==> src/pnlc_pkg.sv <==
// shared types and constants for the pathname utf-8 / newline / length checker
// no dependencies
package pnlc_pkg;

    localparam int unsigned BYTE_W   = 8;
    localparam int unsigned LEN_W    = 12;
    localparam int unsigned COUNT_W  = 13;
    localparam int unsigned OWED_W   = 2;
    localparam int unsigned CLASS_W  = 3;

    localparam logic [LEN_W-1:0]   MAX_LENGTH_RST = LEN_W'(200);
    localparam logic [COUNT_W-1:0] COUNT_MAX      = {COUNT_W{1'b1}};
    localparam logic [BYTE_W-1:0]  NEWLINE_CHAR   = 8'h0A;

    // allowed range for the next continuation byte
    localparam logic [CLASS_W-1:0] CLS_80_BF = 3'd0;
    localparam logic [CLASS_W-1:0] CLS_A0_BF = 3'd1;
    localparam logic [CLASS_W-1:0] CLS_80_9F = 3'd2;
    localparam logic [CLASS_W-1:0] CLS_90_BF = 3'd3;
    localparam logic [CLASS_W-1:0] CLS_80_8F = 3'd4;

    typedef struct packed {
        logic [BYTE_W-1:0] path_byte;
        logic              final_byte;
    } t_byte_req;

    typedef struct packed {
        logic bad_encoding;
        logic has_newline;
        logic too_long;
    } t_path_flags;

endpackage

==> src/pnlc_in_stage.sv <==
// input register for the byte stream
// depends on pnlc_pkg
module pnlc_in_stage (
    input  logic                i_clk,
    input  logic                i_rst_n,
    input  logic                i_valid,
    input  logic [7:0]          i_data,
    input  logic                i_last,
    output logic                o_ready,
    input  logic                i_advance,
    output logic                o_valid,
    output pnlc_pkg::t_byte_req o_req
);
    import pnlc_pkg::*;

    logic      r_valid;
    t_byte_req r_req;

    assign o_ready = !r_valid || i_advance;
    assign o_valid = r_valid;
    assign o_req   = r_req;

    always_ff @(posedge i_clk) begin
        if (!i_rst_n) begin
            r_valid <= 1'b0;
        end else if (o_ready) begin
            r_valid <= i_valid;
        end
    end

    always_ff @(posedge i_clk) begin
        if (o_ready && i_valid) begin
            r_req.path_byte  <= i_data;
            r_req.final_byte <= i_last;
        end
    end

endmodule

==> src/pnlc_path_tracker.sv <==
// per-path state: byte count, newline flag, utf-8 decoder, length limit register
// depends on pnlc_pkg
module pnlc_path_tracker (
    input  logic                  i_clk,
    input  logic                  i_rst_n,
    input  logic                  i_cfg_we,
    input  logic [11:0]           i_cfg_wdata,
    input  logic                  i_fire,
    input  pnlc_pkg::t_byte_req   i_req,
    output pnlc_pkg::t_path_flags o_flags
);
    import pnlc_pkg::*;

    logic [LEN_W-1:0]   r_max_length;
    logic [COUNT_W-1:0] r_count, n_count;
    logic               r_newline, n_newline;
    logic [OWED_W-1:0]  r_owed, n_owed;
    logic [CLASS_W-1:0] r_class, n_class;
    logic               r_error, n_error;
    logic               in_range;
    logic [BYTE_W-1:0]  b;

    assign b = i_req.path_byte;

    always_comb begin
        unique case (r_class)
            CLS_A0_BF: in_range = (b >= 8'hA0) && (b <= 8'hBF);
            CLS_80_9F: in_range = (b >= 8'h80) && (b <= 8'h9F);
            CLS_90_BF: in_range = (b >= 8'h90) && (b <= 8'hBF);
            CLS_80_8F: in_range = (b >= 8'h80) && (b <= 8'h8F);
            default:   in_range = (b >= 8'h80) && (b <= 8'hBF);
        endcase
    end

    always_comb begin
        n_count   = (r_count == COUNT_MAX) ? r_count : r_count + COUNT_W'(1);
        n_newline = r_newline || (b == NEWLINE_CHAR);
        n_owed    = r_owed;
        n_class   = r_class;
        n_error   = r_error;
        if (r_owed != '0) begin
            n_class = CLS_80_BF;
            if (in_range) begin
                n_owed = r_owed - OWED_W'(1);
            end else begin
                n_error = 1'b1;
                n_owed  = '0;
            end
        end else begin
            priority if (b <= 8'h7F) begin
                n_owed = '0;
            end else if (b >= 8'hC2 && b <= 8'hDF) begin
                n_owed = 2'd1; n_class = CLS_80_BF;
            end else if (b == 8'hE0) begin
                n_owed = 2'd2; n_class = CLS_A0_BF;
            end else if (b == 8'hED) begin
                // excludes the surrogate block
                n_owed = 2'd2; n_class = CLS_80_9F;
            end else if (b >= 8'hE1 && b <= 8'hEF) begin
                n_owed = 2'd2; n_class = CLS_80_BF;
            end else if (b == 8'hF0) begin
                n_owed = 2'd3; n_class = CLS_90_BF;
            end else if (b >= 8'hF1 && b <= 8'hF3) begin
                n_owed = 2'd3; n_class = CLS_80_BF;
            end else if (b == 8'hF4) begin
                // caps at U+10FFFF
                n_owed = 2'd3; n_class = CLS_80_8F;
            end else begin
                n_error = 1'b1;
            end
        end
    end

    assign o_flags.too_long     = n_count > {1'b0, r_max_length};
    assign o_flags.has_newline  = n_newline;
    assign o_flags.bad_encoding = n_error || (n_owed != '0);

    always_ff @(posedge i_clk) begin
        if (!i_rst_n) begin
            r_max_length <= MAX_LENGTH_RST;
        end else if (i_cfg_we) begin
            r_max_length <= i_cfg_wdata;
        end
    end

    always_ff @(posedge i_clk) begin
        if (!i_rst_n) begin
            r_count   <= '0;
            r_newline <= 1'b0;
            r_owed    <= '0;
            r_class   <= CLS_80_BF;
            r_error   <= 1'b0;
        end else if (i_fire) begin
            if (i_req.final_byte) begin
                r_count   <= '0;
                r_newline <= 1'b0;
                r_owed    <= '0;
                r_class   <= CLS_80_BF;
                r_error   <= 1'b0;
            end else begin
                r_count   <= n_count;
                r_newline <= n_newline;
                r_owed    <= n_owed;
                r_class   <= n_class;
                r_error   <= n_error;
            end
        end
    end

endmodule

==> src/pnlc_out_stage.sv <==
// result register toward the master side
// depends on pnlc_pkg
module pnlc_out_stage (
    input  logic                  i_clk,
    input  logic                  i_rst_n,
    input  logic                  i_load,
    input  pnlc_pkg::t_path_flags i_flags,
    output logic                  o_free,
    output logic                  o_valid,
    input  logic                  i_ready,
    output logic [7:0]            o_data
);
    import pnlc_pkg::*;

    logic        r_valid;
    t_path_flags r_flags;

    assign o_free  = !r_valid || i_ready;
    assign o_valid = r_valid;
    assign o_data  = {5'b0, r_flags.bad_encoding, r_flags.has_newline, r_flags.too_long};

    always_ff @(posedge i_clk) begin
        if (!i_rst_n) begin
            r_valid <= 1'b0;
        end else if (i_load) begin
            r_valid <= 1'b1;
        end else if (i_ready) begin
            r_valid <= 1'b0;
        end
    end

    always_ff @(posedge i_clk) begin
        if (i_load) begin
            r_flags <= i_flags;
        end
    end

endmodule

==> src/pathname_utf8_newline_length_checker_core.sv <==
// Pathname checker: streams pathname bytes in on the slave side, one byte per
// request, tlast on the final byte of each path. Per path it counts bytes
// (saturating), watches for 0x0A and runs a strict RFC 3629 utf-8 decoder.
// On the final byte one result leaves on the master side with three flags:
// too long (count above the max length register), newline seen, bad encoding
// (including a sequence cut short at the end). Non-final bytes give no result.
// Throughput: one byte per clock, except that a final byte waits while the
// result slot is full. A final byte passes the input register, then decode
// and the result register, before its result shows on m_axis. The decoder
// state is a feedback loop around the path tracker; it sets the byte rate.
// Receiver stall: the result register holds; further non-final bytes still
// flow, and a new final byte waits in the input register until the result
// slot frees. Reset (i_rst_n low, synchronous) empties both registers, clears
// the path state and sets max length to 200. i_cfg_we writes max length.
// depends on pnlc_pkg, pnlc_in_stage, pnlc_path_tracker, pnlc_out_stage
module pathname_utf8_newline_length_checker_core (
    input  logic        i_clk,
    input  logic        i_rst_n,
    input  logic        s_axis_tvalid,
    output logic        s_axis_tready,
    input  logic [7:0]  s_axis_tdata,   // [7:0] path_byte
    input  logic        s_axis_tlast,   // final_byte
    output logic        m_axis_tvalid,
    input  logic        m_axis_tready,
    output logic [7:0]  m_axis_tdata,   // [0] too_long, [1] has_newline, [2] bad_encoding
    input  logic        i_cfg_we,
    input  logic [11:0] i_cfg_wdata
);
    import pnlc_pkg::*;

    logic        in_valid;
    t_byte_req   in_req;
    logic        out_free;
    logic        fire;
    t_path_flags flags;

    // a final byte needs a free result slot, others always pass
    assign fire = in_valid && (!in_req.final_byte || out_free);

    pnlc_in_stage u_in (
        .i_clk     (i_clk),
        .i_rst_n   (i_rst_n),
        .i_valid   (s_axis_tvalid),
        .i_data    (s_axis_tdata),
        .i_last    (s_axis_tlast),
        .o_ready   (s_axis_tready),
        .i_advance (fire),
        .o_valid   (in_valid),
        .o_req     (in_req)
    );

    pnlc_path_tracker u_track (
        .i_clk       (i_clk),
        .i_rst_n     (i_rst_n),
        .i_cfg_we    (i_cfg_we),
        .i_cfg_wdata (i_cfg_wdata),
        .i_fire      (fire),
        .i_req       (in_req),
        .o_flags     (flags)
    );

    pnlc_out_stage u_out (
        .i_clk   (i_clk),
        .i_rst_n (i_rst_n),
        .i_load  (fire && in_req.final_byte),
        .i_flags (flags),
        .o_free  (out_free),
        .o_valid (m_axis_tvalid),
        .i_ready (m_axis_tready),
        .o_data  (m_axis_tdata)
    );

endmodule

==> config.mk <==
export PLATFORM = sky130hd
export DESIGN_NAME = pathname_utf8_newline_length_checker_core
export DESIGN_NICKNAME = d
export VERILOG_FILES = /design/src/pnlc_pkg.sv /design/src/pnlc_in_stage.sv /design/src/pnlc_path_tracker.sv /design/src/pnlc_out_stage.sv /design/src/pathname_utf8_newline_length_checker_core.sv
export SDC_FILE = /design/constraint.sdc
export NUM_CORES = 1
export LEC_CHECK = 0
export ABC_CLOCK_PERIOD_IN_PS = 5400
export BUFFER_PORTS_ARGS = -buffer_cell sky130_fd_sc_hd__buf_2
export CORE_ASPECT_RATIO = 1.75
export CORE_MARGIN = 2
export CORE_UTILIZATION = 32
export CTS_CLUSTER_DIAMETER = 80
export DETAILED_ROUTE_END_ITERATION = 8
export REMOVE_ABC_BUFFERS = 1
export SKIP_LAST_GASP = 1
export SLEW_MARGIN = 20
export SYNTH_ARGS = -nofsm -noshare
export SYNTH_HDL_FRONTEND = slang
export SYNTH_SLANG_ARGS = --single-unit
==> constraint.sdc <==
create_clock -name i_clk -period 5.4 [get_ports i_clk]
set_clock_uncertainty 0.15 [all_clocks]
set_input_delay 0.27 -clock i_clk [delete_from_list [all_inputs] [get_ports i_clk]]
set_output_delay 0.27 -clock i_clk [all_outputs]
set_load 0.005 [all_outputs]
Yosys cells after proc, flatten, opt, wreduce, memory -nomap -nowiden --
Cells that the tools add are included.
Operators by class: bitwise logic cells 0, shifts and indexed selects 0, reduce and logical (&&, ||, !) cells 24, add/sub/neg operators 2, muxes and demuxes 38, divide/modulo/power cells 0, magnitude comparators 14, equal/unequal tests 11, multipliers 0
Operators by type and width (count):
- $ge A8 B8 Y1 const B | 6
- $le A8 B8 Y1 const B | 6
- $eq A8 B8 Y1 const B | 4
- $mux W3 | 10
- $mux W13 | 2
- $mux W2 | 11
- $mux W1 | 14
- $add A13 B1 Y13 const B | 1
- $eq A13 B13 Y1 const B | 1
- $gt A13 B12 Y1 | 1
- $logic_and A1 B1 Y1 | 11
- $reduce_bool A9 Y1 | 1
- $eq A8 B4 Y1 const B | 1
- $le A8 B7 Y1 const B | 1
- $eq A3 B2 Y1 const B | 2
- $reduce_bool A2 Y1 | 3
- $logic_or A1 B1 Y1 | 5
- $pmux W1 S4 | 1
- $eq A3 B1 Y1 const B | 1
- $eq A3 B3 Y1 const B | 1
- $logic_not A1 Y1 | 3
- $ne A3 B2 Y1 const B | 1
- $reduce_and A3 Y1 | 1
- $sub A2 B1 Y2 const B | 1
Word-level totals: flip-flop bits (word level) 46, bits in latches 0, output and inout port bits 10, memory bits (read-only) 0, input bits 26, memories kept 0, logic and storage cells 102, memory bits (writable) 0

Logic depth before layout (Yosys ltp) --
Gate-level depths: netlist of run 1.
depth in word-level cells 12, mapped depth 12, gate-level depth less buffers 11

By module --
Synthesis of run 1 repeated with hierarchy kept, for this count alone.
Unflattened totals: cell total of the unflattened synthesis 276, area total of the unflattened synthesis 2628.8 um2
By module, submodules not included:
- pnlc_path_tracker | seq. area each 640.6 um2, cells an instance 246, times used 1, area each 2102.0 um2
- pnlc_in_stage | seq. area each 290.3 um2, cells an instance 14, times used 1, area each 327.8 um2
- pnlc_out_stage | seq. area each 110.1 um2, cells an instance 13, times used 1, area each 180.2 um2
- pathname_utf8_newline_length_checker_core | seq. area each 0.0 um2, cells an instance 3, times used 1, area each 18.8 um2

Worst setup path before layout of run 1 --
No wires, ideal clock.
path type flip-flop to flip-flop, start register u_track.r_count[0], end register u_out.r_flags, in the netlist u_out.o_data[0], data pin, path buffers 1, stages on the path, launching flop included 11, required time 4983 ps, setup time 267 ps, path slack 2377 ps, data arrival time 2606 ps, clock period less this slack 3023 ps, cell sequence dfxtp_1 ha_1 and3_1 buf_2 nand4_4 mux2_2 ha_1 and4_1 a221o_1 a2111oi_0 o21ai_0
RTL lines:
- start: declaration | line pnlc_path_tracker.sv:15 | logic [COUNT_W-1:0] r_count, n_count;
- start signal: assignment | line pnlc_path_tracker.sv:101 | r_count <= n_count;
- end signal: assignment | line pnlc_out_stage.sv:34 | r_flags <= i_flags;
- end: declaration | line pnlc_out_stage.sv:16 | t_path_flags r_flags;

==> summary by stage, run 1 <==
Outcome
The run finished with clean final reports.

Global routing
The total global-route track usage is 13.7%. Global routing used 14.7% of the available met1 tracks. Entering global routing, the biggest net connects 30 pins. The number of antenna violations at the first check in global routing was 0. The number of global-route vias before repair is 2199. The global-route congestion overflow total is 0.

The layer with the highest usage after global routing is met2. The first global-routing pass estimated 9.86 mm of wire. For this run, global-route usage on met2 was measured as 23.2%. In the global route stage, met3 resource usage came out at 2.70%.

Clock network
The clock tree from TritonCTS is built. The tree is rooted in a sky130_fd_sc_hd__clkbuf_16. The number of clock sinks seen by CTS is 46. Clock tree synthesis inserted a total of 5 buffers. After clock tree synthesis, the clock-pin slew on the worst setup and hold paths is 0.07 ns.

CTS built an H-tree with a depth of 2. The buffer depth of the longest clock path is 2. In this run the post-CTS setup repair buffer count came out at 0. The source-to-sink clock delay at the later pin of the worst-skew pair is 0.29 ns.

Cells and area
The final-stage net count is 365. Compared with the post-synthesis result, the final layout area differs by 13.7%. The fraction of final layout cells sized beyond drive strength 1 is 16.9%. 0 antenna diodes ended up in the layout.

STA
Headroom to the max-slew limit came out at 37.9%. The number of hold-slack violations in the final timing report came to 0. Setup repair after global routing left no endpoint under its margin. Setup slack closes at 2.09 ns. The share of the cycle needed by the critical path after routing is 61.3%.

The maximum clock rate is 302 MHz. The final count of negative-setup-slack endpoints is 0. The measured slew at the worst slew-check pin is 0.927 ns.

The max-slew violation count is 0. The final critical-path required period is 3.31 ns. The sum of negative setup slack is 0 ns.

Yosys
The number of different library cells in the post-synthesis netlist is 65. The sequential-to-total area share from yosys stat is 37.7%. In the synthesized netlist, the number of instances is 298.

Synthesis inferred 46 register bits. The count of flip-flops with a built-in enable after synthesis is 12. The cell type with the highest aggregate area in the netlist is sky130_fd_sc_hd__dfxtp_1. Yosys attributes the largest share of cell area to sky130_fd_sc_hd__dfxtp_1, sky130_fd_sc_hd__edfxtp_1, sky130_fd_sc_hd__ha_1. The per-instance average area after synthesis is 9.25 um^2.

After synthesis the cells add up to 2760 um^2. The fraction of post-synthesis cell area in the top cell type by area is 24.7%. The dominant cell by count in the synthesized netlist is sky130_fd_sc_hd__dfxtp_1. In the synthesized netlist the dominant register cell turns out to be sky130_fd_sc_hd__dfxtp_1. The Yosys warning count is 0. Of all flip-flops after synthesis, the portion carrying an async set or reset was 0%. In the synthesized netlist, the cells that appear most often are sky130_fd_sc_hd__dfxtp_1, sky130_fd_sc_hd__nand2_1, sky130_fd_sc_hd__inv_1, sky130_fd_sc_hd__nor2_1, sky130_fd_sc_hd__nor2b_1.

Routing
Once detail routing completed, the nets flagged for antenna violations numbered 0. The detailed router finished its first iteration with 85 violations. The routed wire length is 6.13 mm. Dividing the detail-routed via count by the number of cells gives 5.09. The routed layout has 2246 vias.

The first-pass iteration count of the detailed router is 4. The DRC violation count after routing is 0. The wire length per cell after detailed routing is 13.9 um.

Floorplanning
In this run the vertical extent of the chip is 127 um. The effective utilization at floorplan is 33.2%. Pin placement for this block handled 36 I/O pins. The area of the die is 9410 um^2.

The core footprint is 8310 um^2. The die span in x is 74.2 um. The number of placement rows is 44.

Worst setup path
The worst setup path is launched from a flip-flop. The critical path contains buffers and inverters numbering 0 combined. Among cell families on the critical path, the largest total delay comes from compound AO/OA/AOI/OAI gates. The delay of the slowest cell on the worst path is 0.43 ns. Along the worst path, the maximum fanout reaches 9.

Data arrives at the worst endpoint at 3.19 ns. The worst setup path is of the reg2reg kind. The signal on the critical path passes through ha_1 -> and3_1 -> nand4_4 -> nand2_1 -> xnor2_1 -> ha_1 -> a21o_1 -> a21o_1 -> a221o_1 -> a2111oi_0 -> o21ai_0.

The endpoint required time on the critical path is 5.28 ns. The slowest cell on the critical path is sky130_fd_sc_hd__dfxtp_1. The worst setup path is captured at a flip-flop.

Place
Timing analysis after detailed placement gives a worst setup slack of 2.12 ns. Input and output buffers added on the ports amount to 30. The half-perimeter wire length after placement is 4.70 mm. The final weighted congestion in routability-driven placement is 0.932.

Power and ir drop
The largest voltage drop on the vdd net is 0.000152 V. The power density over cell area is 239 nW/um^2. The static leakage power is 1.29 nW.

Hold path
The worst hold path class is in2reg.

Run
Max-cap violations in this run came to 0.
-- where the power goes --
group	leakage [nW]	switching [W]	total, W	internal [W]
Combinational	0.829	0.0000365	0.0000679	0.0000315
Sequential	0.391	0.0000139	0.000380	0.000367
Clock	0.0706	0.000130	0.000300	0.000170
Total	1.29	0.000180	0.000748	0.000568
-- per-stage QoR --
stage	hold WS, ns	power [W]	area, um^2	utilization [%]	std cells
after floorplan	0.219	0.000424	2650	-	283
after global placement	0.299	0.000452	2950	35.4	428
after detailed placement	0.298	0.000453	2950	35.4	428
after CTS	0.000146	0.000756	3110	37.5	439
after global routing	0.000777	0.000778	3130	37.7	441
final	0.0125	0.000748	3130	37.7	441
-- cells in the final DEF (no fill, tap or decap), types with 3 or more instances in the layout --
cell and count:
sky130_fd_sc_hd__a21oi_1 9, sky130_fd_sc_hd__a31oi_1 8, sky130_fd_sc_hd__and3_1 4, sky130_fd_sc_hd__buf_2 30, sky130_fd_sc_hd__clkbuf_16 5, sky130_fd_sc_hd__conb_1 5, sky130_fd_sc_hd__dfxtp_1 34, sky130_fd_sc_hd__dlygate4sd3_1 5
sky130_fd_sc_hd__edfxtp_1 12, sky130_fd_sc_hd__ha_1 14, sky130_fd_sc_hd__inv_1 20, sky130_fd_sc_hd__mux2i_1 13, sky130_fd_sc_hd__nand2_1 23, sky130_fd_sc_hd__nand2b_1 5, sky130_fd_sc_hd__nand3_1 10, sky130_fd_sc_hd__nand4_1 5
sky130_fd_sc_hd__nor2_1 17, sky130_fd_sc_hd__nor2b_1 15, sky130_fd_sc_hd__nor3_2 3, sky130_fd_sc_hd__o211ai_1 6, sky130_fd_sc_hd__o21ai_0 14, sky130_fd_sc_hd__o31ai_1 5, sky130_fd_sc_hd__xnor2_1 6, sky130_fd_sc_hd__xor2_1 4
-- flip-flops by register name, summed over array words and instances, names as in the netlist --
signal	flops
u_track.r_count	13
u_track.r_max_length	12
u_in.o_req	9
u_out.o_data	3
u_track.r_class	3
u_track.r_owed	2
u_in.o_valid	1
u_out.o_valid	1
u_track.r_error	1
u_track.r_newline	1
-- what timing repair did --
item,in CTS,in global routing
hold endpoints to repair,3,2
hold buffers,3,2
setup endpoints to repair,0,0
gates resized for setup,0,0
-- layer usage --
layer  part of all wire (%)  vias up  wire (um)
met3                    4.2       20        255
met1                     40     1048       2440
met2                     51       56       3110
li1                       -     1122          -
met5                      0        -          0
met4                    5.3        0        322
-- layout make-up --
| class | instances | area [um^2] |
|---|---|---|
| well taps | 115 | 144 |
| clock buffers | 6 | 129 |
| flip-flops and latches | 46 | 1040 |
| inverters | 20 | 75.1 |
| clock inverters | 2 | 10.0 |
| fillers | 831 | 5180 |
| multi-input cells | 217 | 1540 |
| repair buffers | 35 | 200 |
-- cells by family after synthesis --
| kind of cell | share of synthesized area (%) |
|---|---|
| mux | 5.13 |
| flops | 37.7 |
| xor+xnor | 3.18 |
| other cells | 0.136 |
| compound gates | 17.2 |
| fa+ha+maj | 6.35 |
| buf+inv | 7.12 |
| simple gates | 23.2 |
-- final timing paths --
path,to,cells past startpoint,slack (ns),startpoint
worst max-delay path,u_out.o_data[0],11,2.09,u_track.r_count[0]
worst min-delay path,u_in.o_req[8],1,0.01,s_axis_tdata[7]
worst max register to register,u_out.o_data[0],11,2.09,u_track.r_count[0]
worst min register to register,u_track.r_owed[1],2,0.33,u_track.r_owed[1]
(Power assumes the default switching activity.)
==> run 2: changes to the inputs <==
Settings changed: ABC_CLOCK_PERIOD_IN_PS 5400 to 2910.
Clock period 5.4 ns to 2.91 ns, I/O delays scaled along.
==> run 2 against run 1 <==
Against the previous run:
- count of clock-buffer cells in the layout did not move
- worst hold slack improved by 0.070 ns
- die area did not move
- critical endpoint unchanged
- highest routed layer unchanged
==> summary by stage, run 2 (same netlist as run 1, synthesis figures left out) <==
Global routing
After global routing the overflow that remains totals 0. The total global-route track usage is 15.2%. The first global-routing pass estimated 11.0 mm of wire.

The number of antenna violations at the first check in global routing is 0. The maximum number of pins on one net before global-route repair is 20. The number of global-route vias before repair is 2408.

Worst setup path
The largest single stage delay on the critical path is 0.36 ns. Data on the critical path is required at its endpoint by 2.80 ns. Traced cell by cell, the critical path runs through and4_4 -> nand4_4 -> mux2_4 -> ha_4 -> a21o_1 -> a21o_1 -> a221o_1 -> a2111oi_4 -> o21ai_1. STA classifies the critical path endpoint as a flip-flop. The kind of cell adding the most delay to the critical path is compound AO/OA/AOI/OAI gates. Data arrives at the worst endpoint at 2.78 ns. The classification of the worst setup path is reg2reg. The number of buffer and inverter stages on the critical path is 0. The slowest cell on the critical path is sky130_fd_sc_hd__a2111oi_4. The critical path crosses 9 cells after its start point. The worst register-to-register path has a depth of 9. The category of the worst setup path launch point is a flip-flop. The most frequent cell on the critical path is sky130_fd_sc_hd__a21o_1. In this run the worst path has a maximum fanout of 4.

Clock network
The number of clock sinks seen by CTS is 46. The H-tree depth reported by CTS is 2. TritonCTS created 5 clock buffers. The cell at the root of the clock tree is sky130_fd_sc_hd__clkbuf_16.

The clock reaches the later pin of the worst-skew pair after 0.29 ns. The clock passes through at most 2 buffers. The clock tree from TritonCTS is built. The CTS clock-pin slew for the worst setup and hold paths is 0.07 ns.

Routing
For this run, the detailed router's first-pass iteration total came to 4. After detailed routing, the average wire length per cell comes to 14.1 um. The count of nets left with antenna violations once routing finished came out at 0. For this block, the initial DRC count from the detailed router was 72. Dividing the detail-routed via count by the number of cells gives 5.05.

The total via count after detailed routing is 2424. The routed wire length is 6.78 mm. The DRC violation count after routing is 0.

STA
The share of the cycle needed by the critical path after routing is 99.2%. Measured against its own limit, the worst slew margin works out to 35.1%. Setup violations remaining at the end of the flow were counted as 0. For this run, the top clock speed supported by timing is 346 MHz. The number of hold-slack violations in the final timing report came to 0. The max-slew violation count came to 0. Subtracting the final worst setup slack from the clock period gives 2.89 ns. At the pin with the least slew margin, the transition time is 0.969 ns. Setup repair after global routing could not meet its margin everywhere.

Floorplanning
The die span in x is 74.2 um. The initial utilization of the core area, before any placement, comes to 33.2%. The area of the die is 9410 um^2. In this run the core area contains 44 standard-cell rows. The number of top-level pins is 36. The die is 127 um tall. The core region is 8310 um^2.

Cells and area
The most flop-heavy register is u_track.r_count. The end-of-flow core utilization is 43.2%. The final-stage net count is 404. In the final layout, the share of cells above drive strength 1 is 23.8%.

The multi-input logic area is 1620 um^2. The library cell used most frequently in the layout, excluding fill and tap cells, is sky130_fd_sc_hd__dfxtp_1. The layout overhead on the synthesized area is 30.1%. The finished cells cover 3590 um^2.

The total inserted antenna cells is 0. In the layout the commonest cells are sky130_fd_sc_hd__dfxtp_1, sky130_fd_sc_hd__buf_2, sky130_fd_sc_hd__nand2_1, sky130_fd_sc_hd__dlygate4sd3_1, sky130_fd_sc_hd__buf_4. The register with the most flip-flops in the layout has 13 of them.

The fill cell total of the finished layout is 805. Summing all flip-flop and latch instances after layout gives 1040 um^2.

Outcome
The flow ran to the end, and the final reports show no timing, DRC or antenna violations.

Power and ir drop
The largest voltage drop on the vdd net is 0.000336 V. The power density over cell area is 423 nW/um^2. For this design the static power due to leakage is 1.51 nW.

Place
The number of input and output port buffers inserted is 30. The final weighted congestion in routability-driven placement is 0.936. After detailed placement, the total cell area comes to 3100 um^2. The half-perimeter wire length after placement is 5.11 mm.

Hold path
The number of cells on the worst hold path is 3. The worst hold path class is in2reg.

Run
The tool flagged a number of max-cap violations equal to 0.
run 2: cell types whose count changed in the layout (fill, tap and decap cells not counted), sizes merged:
cell | before | now
buf | 30 | 52
bufinv | 0 | 1
clkinv | 2 | 0
dlygate4sd3 | 5 | 22
clkinvlp | 0 | 1
run 2: cell type report:
class | count | area share (%)
multi-input combinational | 217 | 45.1
sequential | 46 | 29.1
tap | 115 | 4.01
timing repair buffer | 74 | 15.0
inverter | 20 | 2.09
clock inverter | 2 | 1.05
clock buffer | 6 | 3.59
run 2: final timing paths:
path	from	to	slack (ns)
worst max-delay path	u_track.r_count[9]	u_out.o_data[0]	0.02
worst min-delay path	m_axis_tready	u_out.o_valid	0.08
worst max register to register	u_track.r_count[9]	u_out.o_data[0]	0.02
worst min register to register	u_track.r_class[0]	u_track.r_class[0]	0.33
run 2: stage by stage:
step | hold slack (ns) | cells | setup WS, ns | total power (W) | setup TNS, ns
2_1_floorplan | 0.0941 | 283 | -0.106 | 0.000787 | -0.106
3_3_place_gp | 0.174 | 448 | 0.0527 | 0.000841 | 0
3_5_place_dp | 0.175 | 448 | -0.109 | 0.000845 | -0.109
4_1_cts | 0.0704 | 478 | 0.0320 | 0.00152 | 0
5_1_grt | 0.0918 | 480 | -0.0207 | 0.00157 | -0.0207
6_report | 0.0826 | 480 | 0.0236 | 0.00152 | 0
run 2: power breakdown:
| group | switching, W | internal, W | leakage (nW) |
|---|---|---|---|
| logic | 0.0000754 | 0.0000787 | 1.04 |
| clock network | 0.000251 | 0.000406 | 0.0771 |
| registers | 0.0000248 | 0.000680 | 0.392 |
| total | 0.000351 | 0.00116 | 1.51 |
run 2: what timing repair did:
action                                 CTS  global route
resized for setup                        4            16
setup endpoints to repair                1             1
setup buffers                            0             2
hold buffers                            22             0
pin swaps                                1            14
endpoints found under the hold margin   22             0
run 2: worst reg2reg max path: cells and delay by family (launching register included):
family | cells | cell delay, ns
adder cells (fa/ha/maj) | 1 | 0.16
AO/OA/AOI/OAI | 5 | 1.16
flip-flops | 1 | 0.35
AND/OR/NAND/NOR | 2 | 0.48
multiplexers | 1 | 0.35
run 2: metal layers:
metal | vias up | routed length, um | global-route usage, %
met4 | 0 | 252 | 8.56
met1 | 1157 | 2600 | 15.6
met5 | - | 0 | 0
met3 | 16 | 233 | 2.70
met2 | 52 | 3690 | 27.6
li1 | 1199 | - | -
==> run 3: changes to the inputs <==
==> constraint.sdc (replaced) <==
create_clock -name i_clk -period 2.91 [get_ports i_clk]
set_clock_uncertainty 0.15 [all_clocks]
set_input_delay 0 -clock i_clk [delete_from_list [all_inputs] [get_ports i_clk]]
set_output_delay 0 -clock i_clk [all_outputs]
set_load 0.005 [all_outputs]
==> run 3 against run 2 <==
Against the previous run:
- the flow now finishes with violations (negative hold slack)
- count of clock-buffer cells in the layout did not move
- via count is 1.4% higher
- critical path depth unchanged
- non-clock buffer count increased by 13
- die area is the same
- combinational power grew 9.7%
- largest cell class unchanged
- largest power group unchanged
- highest routed layer unchanged
==> summary by stage, run 3 (same netlist as run 1, synthesis figures left out) <==
Outcome
The flow ran to the end, but the final reports show violations. The checks that failed: negative hold slack.

STA
The number of hold-slack violations in the final timing report was 1. The sum of negative setup slack is 0 ns. Setup slack closes at 0.0237 ns. The maximum clock rate is 346 MHz. The worst hold margin is -0.00646 ns. Setup repair after global routing could not meet its margin everywhere. The final critical-path required period is 2.89 ns.

The measured slew at the worst slew-check pin is 0.944 ns. The share of the cycle needed by the critical path after routing is 99.2%. In this run the tightest slew margin relative to its limit is 36.8%.

The final count of negative-setup-slack endpoints is 0. The max-slew violation count is 0.

Cells and area
The layout has 791 filler cells. Leaving out filler cells and counting taps, the final layout contains 493. The library cells used most frequently in the layout, excluding fill and tap cells, are sky130_fd_sc_hd__dlygate4sd3_1, sky130_fd_sc_hd__dfxtp_1, sky130_fd_sc_hd__buf_2. In the final design database the tool counted 417 nets. The repair_antennas step left the layout with diodes totalling 0. Cells with a size suffix above 1 make up 23.0% of the layout. Leaving out fill and tap cells, the most frequent cell in the layout is sky130_fd_sc_hd__dlygate4sd3_1.

The most flop-heavy register is u_track.r_count. From synthesis to final layout, the design area changed by 34.8%. The area occupied by registers is 1040 um^2. The register with the most flip-flops in the layout has 13 of them. The multi-input logic area is 1620 um^2.

Routing
The wire length per cell after detailed routing is 14.1 um. The total via count after detailed routing is 2457. The average via count per standard cell is 4.98. For this run, the detailed router's first-pass iteration total came to 4.

The routed wire length is 6.94 mm. The number of antenna-violating nets in the routed design is 0. The DRC violation count after routing is 0. The first routing iteration left 96 violations.

Place
The wire-length estimate of the detail-placed layout is 5.11 mm. The cell total after placement is 448. The number of input and output port buffers inserted is 30. At the end of routability-driven placement, the weighted congestion stood at 0.936. Prior to clock tree synthesis, the placed netlist has a worst setup slack of -0.109 ns.

Global routing
The first global-routing pass estimated 11.2 mm of wire. After global routing the overflow that remains totals 0. The layer with the highest usage after global routing is met2. The fraction of met1 tracks used by global routing is 16.0%. The met2 demand-to-capacity share in global routing is 28.2%. Entering global routing, the biggest net connects 20 pins. The total global-route track usage is 15.5%. The number of global-route vias before repair is 2483.

The global-route track usage on met3 is 2.70%. The number of antenna violations at the first check in global routing was 0.

Power and ir drop
Dividing total power by cell area gives a power density of 412 nW/um^2. Summed over all cells, the static leakage comes to 1.58 nW. Total power for the finished layout comes to 0.00153 W.

The worst-case IR drop observed on VDD is 0.000337 V.

Floorplanning
The effective utilization at floorplan is 33.2%. The initialized floorplan defines 44 standard-cell rows. The area of the die is 9410 um^2. The core footprint is 8310 um^2. The die span in x is 74.2 um. The number of top-level pins is 36. Measured along the y axis, the die boundary spans 127 um.

Worst setup path
The category of the worst setup path launch point is a flip-flop. The setup slack on the worst flop-to-flop path is 0.02 ns. The end of the critical path is u_out.o_data[0]. Measured in cells, the most critical reg-to-reg path has a length of 9. The startpoint of the most critical register-to-register path is u_track.r_count[9]. Data arrives at the worst endpoint at 2.78 ns. The worst setup path is of the reg2reg kind. The endpoint of the lowest-slack register-to-register path is u_out.o_data[0]. The largest driver fanout on the critical path is 4. The endpoint class of the critical path is a flip-flop. The launching element of the worst setup path is u_track.r_count[9]. At the worst endpoint, the required time is 2.80 ns.

Hold path
The worst hold path begins at i_cfg_we. The path class of the tightest hold or removal check is in2reg.

Clock network
Clock latency on the worst-skew pair, taken at its later pin, is 0.29 ns. The clock tree synthesis step divided the H-tree into 2 levels. In this run the deepest clock path goes through 2 buffers.

The cell at the root of the clock tree is sky130_fd_sc_hd__clkbuf_16. The clock tree from TritonCTS is built. The total clock buffers created by CTS is 5. After clock tree synthesis, the clock-pin slew on the worst setup and hold paths is 0.07 ns. The tree built by TritonCTS fans out to 46 sinks.

Run
Max-cap violations in this run came to 0.
[run 3: cell types whose count changed in the layout (fill, tap and decap cells not counted)]
cell,change
sky130_fd_sc_hd__dlygate4sd3_1,+13
[run 3: routing by layer]
layer	part of all wire [%]	up-vias
li1	-	1225
met5	0	-
met3	3.1	16
met1	38	1169
met4	3.6	0
met2	55	47
[run 3: worst min-delay path by stage]
stage,endpoint,slack [ns],cells after the start
floorplan,u_track.r_max_length[3],-0.05,1
global placement,u_in.o_req[1],0.03,1
detailed placement,u_in.o_req[4],0.03,1
CTS,u_track.r_max_length[3],0.001,3
global route,u_track.r_max_length[3],0.04,3
finish,u_track.r_max_length[3],-0.006,3
[run 3: metrics by stage]
stage	hold slack [ns]	area (um^2)	utilization [%]
after floorplan	-0.0514	2650	-
after global placement	0.0288	3100	37.2
after detailed placement	0.0292	3100	37.2
after CTS	0.00137	3630	43.6
after global routing	0.0416	3720	44.7
final	-0.00646	3720	44.7
[run 3: area by class of cell]
class	count	area share (%)
Sequential cell	46	28.1
Clock buffer	6	3.47
Tap cell	115	3.87
Clock inverter	2	1.01
Timing Repair Buffer	87	18.0
Multi-Input combinational cell	217	43.6
Inverter	20	2.02
[run 3: critical path, cell delays in order (launching register included)]
cell and delay, ns:
sky130_fd_sc_hd__dfxtp_1 0.35, sky130_fd_sc_hd__and4_4 0.31, sky130_fd_sc_hd__nand4_4 0.16, sky130_fd_sc_hd__mux2_4 0.35, sky130_fd_sc_hd__ha_4 0.16, sky130_fd_sc_hd__a21o_1 0.18
sky130_fd_sc_hd__a21o_1 0.16, sky130_fd_sc_hd__a221o_1 0.35, sky130_fd_sc_hd__a2111oi_4 0.36, sky130_fd_sc_hd__o21ai_1 0.10
[run 3: timing repair]
action,in CTS,in global routing
buffers inserted,0,2
pin swaps,1,14
setup endpoints to repair,1,1
hold endpoints to repair,25,0
hold buffers,35,0
resized for setup,4,16
[run 3: power by group]
group          switching (W)  internal (W)  total [W]  leakage [nW]
Combinational      0.0000784     0.0000909   0.000169          1.11
Clock               0.000250      0.000406   0.000656        0.0771
Sequential         0.0000248      0.000680   0.000705         0.392
Total               0.000353       0.00118    0.00153          1.58
